<file path="config.mk">
export PLATFORM = sky130hd
export DESIGN_NAME = bounded_error_code_stack
export DESIGN_NICKNAME = d
export VERILOG_FILES = /design/src/design/ebcs_pkg.sv /design/src/design/ebcs_cell.sv /design/src/design/bounded_error_code_stack.sv
export SDC_FILE = /design/constraint.sdc
export NUM_CORES = 1
export LEC_CHECK = 0
export ABC_AREA = 1
export BUFFER_PORTS_ARGS = -buffer_cell sky130_fd_sc_hd__buf_2
export CAP_MARGIN = 15
export CORE_ASPECT_RATIO = 0.9
export CORE_MARGIN = 3
export CORE_UTILIZATION = 45
export DETAILED_ROUTE_END_ITERATION = 8
export PLACE_DENSITY = 0.65
export SYNTH_ARGS = -nofsm -noshare
export SYNTH_HDL_FRONTEND = slang
export SYNTH_HIERARCHICAL = 1
export SYNTH_SLANG_ARGS = --single-unit
</file>
<file path="constraint.sdc">
create_clock -name clk -period 20.3 [get_ports clk]
set_input_delay 1.015 -clock clk [delete_from_list [all_inputs] [get_ports clk]]
set_output_delay 1.015 -clock clk [all_outputs]
set_load 0.05 [all_outputs]
</file>
<file path="src/design/ebcs_pkg.sv">
// Shared types and constants of the bounded error code stack.
package ebcs_pkg;

    localparam int DEPTH_DEFAULT = 16;

    typedef logic signed [31:0] code_t;

    // Request kinds carried in req_type.
    localparam logic [2:0] REQ_PUSH     = 3'd0;
    localparam logic [2:0] REQ_POP      = 3'd1;
    localparam logic [2:0] REQ_CLEAR    = 3'd2;
    localparam logic [2:0] REQ_CONTAINS = 3'd3;
    localparam logic [2:0] REQ_READ     = 3'd4;
    localparam logic [2:0] REQ_FLUSH    = 3'd5;

    typedef struct packed {
        logic [2:0] req_type;
        code_t      code;
        logic [3:0] position;
    } ebcs_req_t;

    typedef struct packed {
        logic       ok;
        code_t      code_out;
        logic [4:0] fill_level;
    } ebcs_res_t;

    typedef enum logic [2:0] {
        ST_IDLE,
        ST_WALK,
        ST_MARK,
        ST_SORT,
        ST_DONE
    } state_t;

    typedef enum logic [2:0] {
        CELL_HOLD,
        CELL_PUSH,
        CELL_DOWN,
        CELL_MARK,
        CELL_SORT
    } cell_cmd_t;

    typedef struct packed {
        cell_cmd_t cmd;
        logic      parity;
        code_t     code;
    } cell_ctl_t;

endpackage

</file>
<file path="src/design/ebcs_cell.sv">
// One stack cell: holds one entry and a keep mark, exchanges data with its neighbors.
module ebcs_cell (
    input  logic               clk,
    input  ebcs_pkg::cell_ctl_t ctl,
    input  logic               lane_odd,
    input  logic               in_range,
    input  ebcs_pkg::code_t    left_ent,
    input  logic               left_keep,
    input  ebcs_pkg::code_t    right_ent,
    input  logic               right_keep,
    output ebcs_pkg::code_t    ent,
    output logic               keep
);
    import ebcs_pkg::*;

    code_t ent_reg;
    code_t ent_next;
    logic  keep_reg;
    logic  keep_next;
    logic  lower;

    // In a sort phase this cell pairs with its right neighbor when the parities agree.
    assign lower = (ctl.parity == lane_odd);

    always_comb
    begin
        ent_next  = ent_reg;
        keep_next = keep_reg;
        case (ctl.cmd)
            CELL_PUSH: ent_next = left_ent;
            CELL_DOWN: ent_next = right_ent;
            CELL_MARK: keep_next = in_range && (ent_reg != ctl.code);
            CELL_SORT:
            begin
                // Kept entries move toward the top; dropped ones never pass each other's order.
                if (lower)
                begin
                    if (!keep_reg && right_keep)
                    begin
                        ent_next  = right_ent;
                        keep_next = 1'b1;
                    end
                end
                else if (!left_keep && keep_reg)
                begin
                    ent_next  = left_ent;
                    keep_next = 1'b0;
                end
            end
            default: ;
        endcase
    end

    always_ff @(posedge clk)
    begin
        ent_reg  <= ent_next;
        keep_reg <= keep_next;
    end

    assign ent  = ent_reg;
    assign keep = keep_reg;

endmodule

</file>
<file path="src/design/bounded_error_code_stack.sv">
// Top level of the bounded error code stack: cell row, sequencer and output register.
//
// Requests enter on req/req_valid/req_stall; a transaction completes when req_valid
// is high and req_stall is low. Each request yields one result on res/res_valid/
// res_stall. The stack is a row of DEPTH cells with the top entry in cell 0.
// Push, pop, clear and unused request kinds set the result register on acceptance;
// it passes to the output register from the done state. Contains and read rotate the
// cell ring once, one entry per cycle past cell 0. Flush rotates the ring to count
// survivors, marks the entries to keep, then runs DEPTH odd-even exchange phases to
// compact them. One request is in work at a time; req_stall is low only while the
// sequencer is idle, so with an open receiver a new request is taken in the cycle
// after the previous result is loaded. A new request is taken while the previous
// result still waits in the output register. When res_stall holds the result, a
// finished request waits until the output register frees. Reset empties the stack
// (fill count zero) and sets empty_code to all ones; entries are not cleared.
// empty_code is written through empty_code_we and empty_code_data; the user must
// write it only while idle, which the block leaves unchecked.
module bounded_error_code_stack #(
    parameter int DEPTH = ebcs_pkg::DEPTH_DEFAULT
) (
    input  logic                clk,
    input  logic                rst_n,
    input  logic                req_valid,
    output logic                req_stall,
    input  ebcs_pkg::ebcs_req_t req,
    output logic                res_valid,
    input  logic                res_stall,
    output ebcs_pkg::ebcs_res_t res,
    input  logic                empty_code_we,
    input  ebcs_pkg::code_t     empty_code_data
);
    import ebcs_pkg::*;

    localparam int IW = $clog2(DEPTH);
    localparam int FW = $clog2(DEPTH + 1);
    localparam int TW = (FW > 4) ? FW : 4;

    state_t          state_reg, state_next;
    logic [FW-1:0]   fill_reg, fill_next;
    logic [IW-1:0]   k_reg, k_next;
    code_t           code_reg, code_next;
    logic [2:0]      kind_reg, kind_next;
    logic [IW-1:0]   tgt_reg, tgt_next;
    logic            rd_ok_reg, rd_ok_next;
    logic            found_reg, found_next;
    logic [FW-1:0]   surv_reg, surv_next;
    code_t           rd_reg, rd_next;
    ebcs_res_t       res_reg, res_next;
    ebcs_res_t       out_reg, out_next;
    logic            out_valid_reg, out_valid_next;
    code_t           empty_code_reg;

    cell_ctl_t       ctl;
    code_t           ent_c [DEPTH];
    logic            keep_c [DEPTH];
    logic            in_rng_c [DEPTH];

    logic            k_last;
    logic            out_free;
    logic            walk_rng;
    logic            walk_eq;
    logic            found_now;
    logic [FW-1:0]   surv_now;
    code_t           rd_now;
    logic [TW-1:0]   tgt_full;
    logic            pos_ok;

    // ---------------- cell row ----------------
    for (genvar g = 0; g < DEPTH; g++)
    begin : g_cell
        code_t ln_ent;
        logic  ln_keep;
        code_t rn_ent;
        logic  rn_keep;

        if (g == 0)
        begin : g_first
            assign ln_ent  = ctl.code;
            assign ln_keep = 1'b1;
        end
        else
        begin : g_mid_l
            assign ln_ent  = ent_c[g-1];
            assign ln_keep = keep_c[g-1];
        end

        if (g == DEPTH - 1)
        begin : g_last
            assign rn_ent  = ent_c[0];
            assign rn_keep = 1'b0;
        end
        else
        begin : g_mid_r
            assign rn_ent  = ent_c[g+1];
            assign rn_keep = keep_c[g+1];
        end

        assign in_rng_c[g] = (FW'(g) < fill_reg);

        ebcs_cell u_cell (
            .clk        (clk),
            .ctl        (ctl),
            .lane_odd   (1'(g % 2)),
            .in_range   (in_rng_c[g]),
            .left_ent   (ln_ent),
            .left_keep  (ln_keep),
            .right_ent  (rn_ent),
            .right_keep (rn_keep),
            .ent        (ent_c[g]),
            .keep       (keep_c[g])
        );
    end

    // ---------------- walk datapath ----------------
    assign k_last    = (k_reg == IW'(DEPTH - 1));
    assign out_free  = !out_valid_reg || !res_stall;
    assign walk_rng  = (FW'(k_reg) < fill_reg);
    assign walk_eq   = (ent_c[0] == code_reg);
    assign found_now = found_reg || (walk_rng && walk_eq);
    assign surv_now  = surv_reg + FW'(walk_rng && !walk_eq);
    assign rd_now    = (rd_ok_reg && (k_reg == tgt_reg)) ? ent_c[0] : rd_reg;

    // Position counts from the bottom, which sits in cell fill - 1.
    assign tgt_full  = TW'(fill_reg) - TW'(1) - TW'(req.position);
    assign pos_ok    = (TW'(req.position) < TW'(fill_reg));

    // ---------------- next state ----------------
    always_comb
    begin
        state_next = state_reg;
        case (state_reg)
            ST_IDLE:
            begin
                if (req_valid)
                begin
                    if (req.req_type == REQ_CONTAINS || req.req_type == REQ_READ ||
                        req.req_type == REQ_FLUSH)
                        state_next = ST_WALK;
                    else
                        state_next = ST_DONE;
                end
            end
            ST_WALK:
            begin
                if (k_last)
                    state_next = (kind_reg == REQ_FLUSH) ? ST_MARK : ST_DONE;
            end
            ST_MARK: state_next = ST_SORT;
            ST_SORT:
            begin
                if (k_last)
                    state_next = ST_DONE;
            end
            ST_DONE:
            begin
                if (out_free)
                    state_next = ST_IDLE;
            end
            default: state_next = ST_IDLE;
        endcase
    end

    // ---------------- outputs and datapath control ----------------
    always_comb
    begin
        ctl.cmd        = CELL_HOLD;
        ctl.parity     = k_reg[0];
        ctl.code       = code_reg;
        fill_next      = fill_reg;
        k_next         = k_reg;
        code_next      = code_reg;
        kind_next      = kind_reg;
        tgt_next       = tgt_reg;
        rd_ok_next     = rd_ok_reg;
        found_next     = found_reg;
        surv_next      = surv_reg;
        rd_next        = rd_reg;
        res_next       = res_reg;
        out_next       = out_reg;
        out_valid_next = out_valid_reg && res_stall;

        case (state_reg)
            ST_IDLE:
            begin
                if (req_valid)
                begin
                    code_next           = req.code;
                    kind_next           = req.req_type;
                    tgt_next            = tgt_full[IW-1:0];
                    rd_ok_next          = pos_ok;
                    k_next              = '0;
                    found_next          = 1'b0;
                    surv_next           = '0;
                    rd_next             = empty_code_reg;
                    res_next.ok         = 1'b0;
                    res_next.code_out   = empty_code_reg;
                    case (req.req_type)
                        REQ_PUSH:
                        begin
                            res_next.ok = 1'b1;
                            // A code equal to the current top is not pushed again.
                            if (!(fill_reg != '0 && ent_c[0] == req.code))
                            begin
                                ctl.cmd  = CELL_PUSH;
                                ctl.code = req.code;
                                if (fill_reg != FW'(DEPTH))
                                    fill_next = fill_reg + FW'(1);
                            end
                        end
                        REQ_POP:
                        begin
                            if (fill_reg != '0)
                            begin
                                ctl.cmd           = CELL_DOWN;
                                fill_next         = fill_reg - FW'(1);
                                res_next.ok       = 1'b1;
                                res_next.code_out = ent_c[0];
                            end
                        end
                        REQ_CLEAR:
                        begin
                            fill_next   = '0;
                            res_next.ok = 1'b1;
                        end
                        default: ;
                    endcase
                    res_next.fill_level = 5'(fill_next);
                end
            end
            ST_WALK:
            begin
                ctl.cmd    = CELL_DOWN;
                k_next     = k_last ? '0 : k_reg + IW'(1);
                found_next = found_now;
                surv_next  = surv_now;
                rd_next    = rd_now;
                if (k_last)
                begin
                    res_next.fill_level = 5'(fill_reg);
                    res_next.code_out   = empty_code_reg;
                    res_next.ok         = 1'b0;
                    case (kind_reg)
                        REQ_CONTAINS: res_next.ok = found_now;
                        REQ_READ:
                        begin
                            res_next.ok = rd_ok_reg;
                            if (rd_ok_reg)
                                res_next.code_out = rd_now;
                        end
                        default: ;
                    endcase
                end
            end
            ST_MARK:
            begin
                ctl.cmd = CELL_MARK;
                k_next  = '0;
            end
            ST_SORT:
            begin
                ctl.cmd = CELL_SORT;
                k_next  = k_last ? '0 : k_reg + IW'(1);
                if (k_last)
                begin
                    fill_next           = surv_reg;
                    res_next.ok         = 1'b1;
                    res_next.code_out   = empty_code_reg;
                    res_next.fill_level = 5'(surv_reg);
                end
            end
            ST_DONE:
            begin
                if (out_free)
                begin
                    out_next       = res_reg;
                    out_valid_next = 1'b1;
                end
            end
            default: ;
        endcase
    end

    // ---------------- registers ----------------
    always_ff @(posedge clk or negedge rst_n)
    begin
        if (!rst_n)
        begin
            state_reg      <= ST_IDLE;
            fill_reg       <= '0;
            out_valid_reg  <= 1'b0;
            empty_code_reg <= '1;
        end
        else
        begin
            state_reg     <= state_next;
            fill_reg      <= fill_next;
            out_valid_reg <= out_valid_next;
            if (empty_code_we)
                empty_code_reg <= empty_code_data;
        end
    end

    always_ff @(posedge clk)
    begin
        k_reg     <= k_next;
        code_reg  <= code_next;
        kind_reg  <= kind_next;
        tgt_reg   <= tgt_next;
        rd_ok_reg <= rd_ok_next;
        found_reg <= found_next;
        surv_reg  <= surv_next;
        rd_reg    <= rd_next;
        res_reg   <= res_next;
        out_reg   <= out_next;
    end

    assign req_stall = (state_reg != ST_IDLE);
    assign res_valid = out_valid_reg;
    assign res       = out_reg;

`ifndef SYNTH
    a_fill_bound: assert property (@(posedge clk) disable iff (!rst_n)
        fill_reg <= FW'(DEPTH))
        else $error("fill count above stack depth");

    a_push_fills: assert property (@(posedge clk) disable iff (!rst_n)
        (req_valid && !req_stall && req.req_type == REQ_PUSH) |=> (fill_reg != '0))
        else $error("stack empty after a push");

    a_clear_empties: assert property (@(posedge clk) disable iff (!rst_n)
        (req_valid && !req_stall && req.req_type == REQ_CLEAR) |=> (fill_reg == '0))
        else $error("stack not empty after a clear");

    a_done_to_out: assert property (@(posedge clk) disable iff (!rst_n)
        (state_reg == ST_DONE && out_free) |=> (res_valid && res == $past(res_reg)))
        else $error("finished result not moved to the output register");
`endif

endmodule

</file>
==> results.py <==
metrics = {
    "status": {
        "status": "completed",
    },
    "yosys": {
        "synth_seq_cells": 727,
        "synthFlopType": "edfxtp_1",
        "synth_top_area_share": 0.4620,
        "ys_seq_area_frac": 0.4860,
        "syn-cell-area_um2": 44580,
        "yosys-top-cells-count": "2,100 x nand2_1, 686 x edfxtp_1, 557 x nand3_1",
        "yosys_warnings": 6,
        "synth.area.top_cells": "edfxtp_1 46%, nand2_1 18%, xnor2_1 7.7%",
        "async_reset_ff_frac": 0.05640,
        "synth_cell_types": 53,
        "syn_inst": 5311,
        "yosys.cell_count.top_type": "nand2_1",
        "synth_edf_count": 686,
        "syn_avg_cell_area_um2": 8.395,
        "synth_top_area_cell": "edfxtp_1",
    },
    "critical_path": {
        "endpoint": "g_cell[12].u_cell/keep$_DFFE_PP_",
        "critPathCaptureType": "flop",
        "timing.rr.start": "g_cell[0].u_cell/ent[19]$_DFFE_PP_",
        "arrival_ns": 5.52,
        "path_class": "reg2reg",
        "rrSetupSlack_ns": 15.16,
        "critical_path_required_ns": 20.67,
        "startpoint_type": "flop",
        "r2r-end": "g_cell[12].u_cell/keep$_DFFE_PP_",
        "r2r_cells": 20,
        "crit_start": "g_cell[0].u_cell/ent[19]$_DFFE_PP_",
        "crit_fanout": 47,
    },
    "final_layout": {
        "largest_reg_flops": 512,
        "fin_area_um2": 48310,
        "antennaDiodeCount": 0,
        "multi_input_area_um2": 19490,
        "nets": 5496,
        "fillCellCount": 9259,
        "syn_to_final_growth_pct": 8.357,
        "regArea_um2": 21670,
        "drive_gt1_frac": 0.08672,
    },
    "clock_network": {
        "numClockSinks": 727,
        "cts_tree": "done",
        "clkLatencyLatePin_ns": 0.66,
        "h-tree-depth": 3,
        "hold_buffers": 0,
        "cts_resized": 0,
        "path_clk_slew_ns": 0.06,
        "clockBufferDepth": 3,
        "post_cts_buffers": 0,
        "cts_buffers": 81,
        "root_buffer": "clkbuf_16",
    },
    "global_routing": {
        "overflow": 0,
        "antenna_found_initial": 0,
        "grt_pass1_vias": 34354,
        "grt_pass1_wl_um": 218300,
        "grt_max_degree": 80,
        "grt.total_usage": 0.2823,
    },
    "pwr": {
        "p_leak_nw": 21.12,
        "vdd_drop_max_mv": 0.09871,
        "p_per_area_nw_per_um2": 184.8,
    },
    "routing": {
        "drcViolationCount": 0,
        "wl_per_cell_um": 22.07,
        "vias": 37186,
        "viasPerCell": 5.525,
        "drt-initial-drc-count": 4474,
        "drt_wl_total_um": 148600,
        "final_antenna_net_count": 0,
        "firstDrtPassIters": 6,
    },
    "timing": {
        "period_share": 0.2534,
        "max_slew_margin": 0.2210,
        "hold_violations": 0,
        "tightest_slew_ns": 1.166,
        "maxSlewViolCount": 0,
        "fin_crit_ns": 5.143,
        "clock_skew_ns": 0.03118,
        "fmax_mhz": 194.4,
        "grt_setup_unrepaired": "false",
        "setup_viol": 0,
        "setup-tns-final_ns": 0,
    },
    "placement": {
        "placed_area_um2": 45670,
        "place.gp.congestion": 0.9352,
        "post-dp-hpwl_um": 102300,
        "port_buffers": 115,
    },
    "floorplanning": {
        "die_h_um": 304.6,
        "pin_count": 116,
        "floorplan.initialDensity": 0.4582,
        "coreArea_um2": 97290,
        "std_cell_rows": 108,
        "die_x_um": 337.8,
        "dieArea_um2": 102900,
    },
    "min_path": {
        "hold_class": "reg2reg",
    },
    "flow_run": {
        "maxCapViolations": 0,
    },
}
==> power breakdown <==
group          internal (mW)  total (mW)  switching (mW)
registers               2.85        3.73           0.881
logic                   1.28        3.76            2.47
clock network          0.823        1.44           0.621
==> worst max-delay path, cell delays in order (launching register included) <==
cell      delay (ns)
edfxtp_1        0.77
inv_1           0.36
nand2_1         0.18
nand2_1         0.07
nor2_1          0.10
nand2_1         0.05
nor2_1          0.24
nand3_4         0.17
nand3_4         0.19
buf_4           0.74
nand2_2         0.15
o21ai_4         0.10
buf_4           0.55
xnor2_1         0.18
nand2_1         0.06
nor2_1          0.13
nand2_1         0.09
nor2_1          0.30
nand2_1         0.17
nand2_1         0.09
nand2_1         0.05
==> layer usage <==
metal  track usage  share of wire
met1        0.3930           0.42
met2        0.4306           0.44
met3       0.06856           0.11
met4       0.09598          0.036
met5             0              0
==> placed cells by master (no fill, tap or decap), types with 9 or more instances in the layout <==
cell type	count
nand2_1	2099
edfxtp_1	686
nand3_1	556
inv_1	454
xnor2_1	390
nor2_1	324
o21ai_0	123
buf_2	115
a21oi_1	94
clkbuf_16	83
buf_4	78
xor2_1	37
nand2_2	34
dfstp_2	32
o21bai_1	27
o22ai_1	26
clkbuf_1	26
nand3b_1	18
conb_1	18
ha_1	17
nand2_8	16
clkinv_1	15
or2_1	15
o211ai_1	14
o21ai_4	14
a21oi_4	11
inv_2	10
a21oi_2	10
mux2_4	9
dfrtp_1	9
==> layout make-up <==
class                      instances  share of cell area
clock buffer                     111             0.04558
clock inverter                    36            0.006553
inverter                         467             0.03660
multi-input combinational       3927              0.4035
sequential                       727              0.4485
tap                             1265             0.03276
timing repair buffer             198             0.02657
==> per-stage QoR <==
stage          hold slack, ns  setup WS, ns  instances    util  total power [mW]
6_report               0.4151         15.16       6731  0.4965             8.928
5_1_grt                0.4103         14.79       6731  0.4965             9.442
4_1_cts                0.4043         15.25       6726  0.4953             8.833
3_5_place_dp           0.4045         14.96       6579  0.4694             7.376
3_3_place_gp           0.4013         15.03       6579  0.4694             7.294
2_1_floorplan          0.4003         12.41       5327       -             6.245
==> cell families (layout without fill, tap and decap cells) <==
logic type | Yosys count | after routing | share of synthesized area
other | 2 | 18 | 0.0001684
multiplexers | 15 | 15 | 0.004378
AND/OR/NAND/NOR | 3101 | 3101 | 0.2903
buffers and inverters | 673 | 812 | 0.08492
adder cells (fa/ha/maj) | 18 | 18 | 0.005220
flip-flops | 727 | 727 | 0.4860
AO/OA/AOI/OAI | 348 | 348 | 0.04518
XOR/XNOR | 427 | 427 | 0.08388
==> worst min-delay path by stage <==
stage                     cells after the start                   from                end  slack [ns]
after floorplan                               0   res_reg[0]$_DFFE_PP_   res[0]$_DFFE_PP_        0.40
after global placement                        0  res_reg[19]$_DFFE_PP_  res[19]$_DFFE_PP_        0.40
after global routing                          0  res_reg[10]$_DFFE_PP_  res[10]$_DFFE_PP_        0.41
after CTS                                     0  res_reg[10]$_DFFE_PP_  res[10]$_DFFE_PP_        0.40
after detailed placement                      0  res_reg[14]$_DFFE_PP_  res[14]$_DFFE_PP_        0.40
final                                         0  res_reg[10]$_DFFE_PP_  res[10]$_DFFE_PP_        0.42
(Power assumes the default switching activity.)
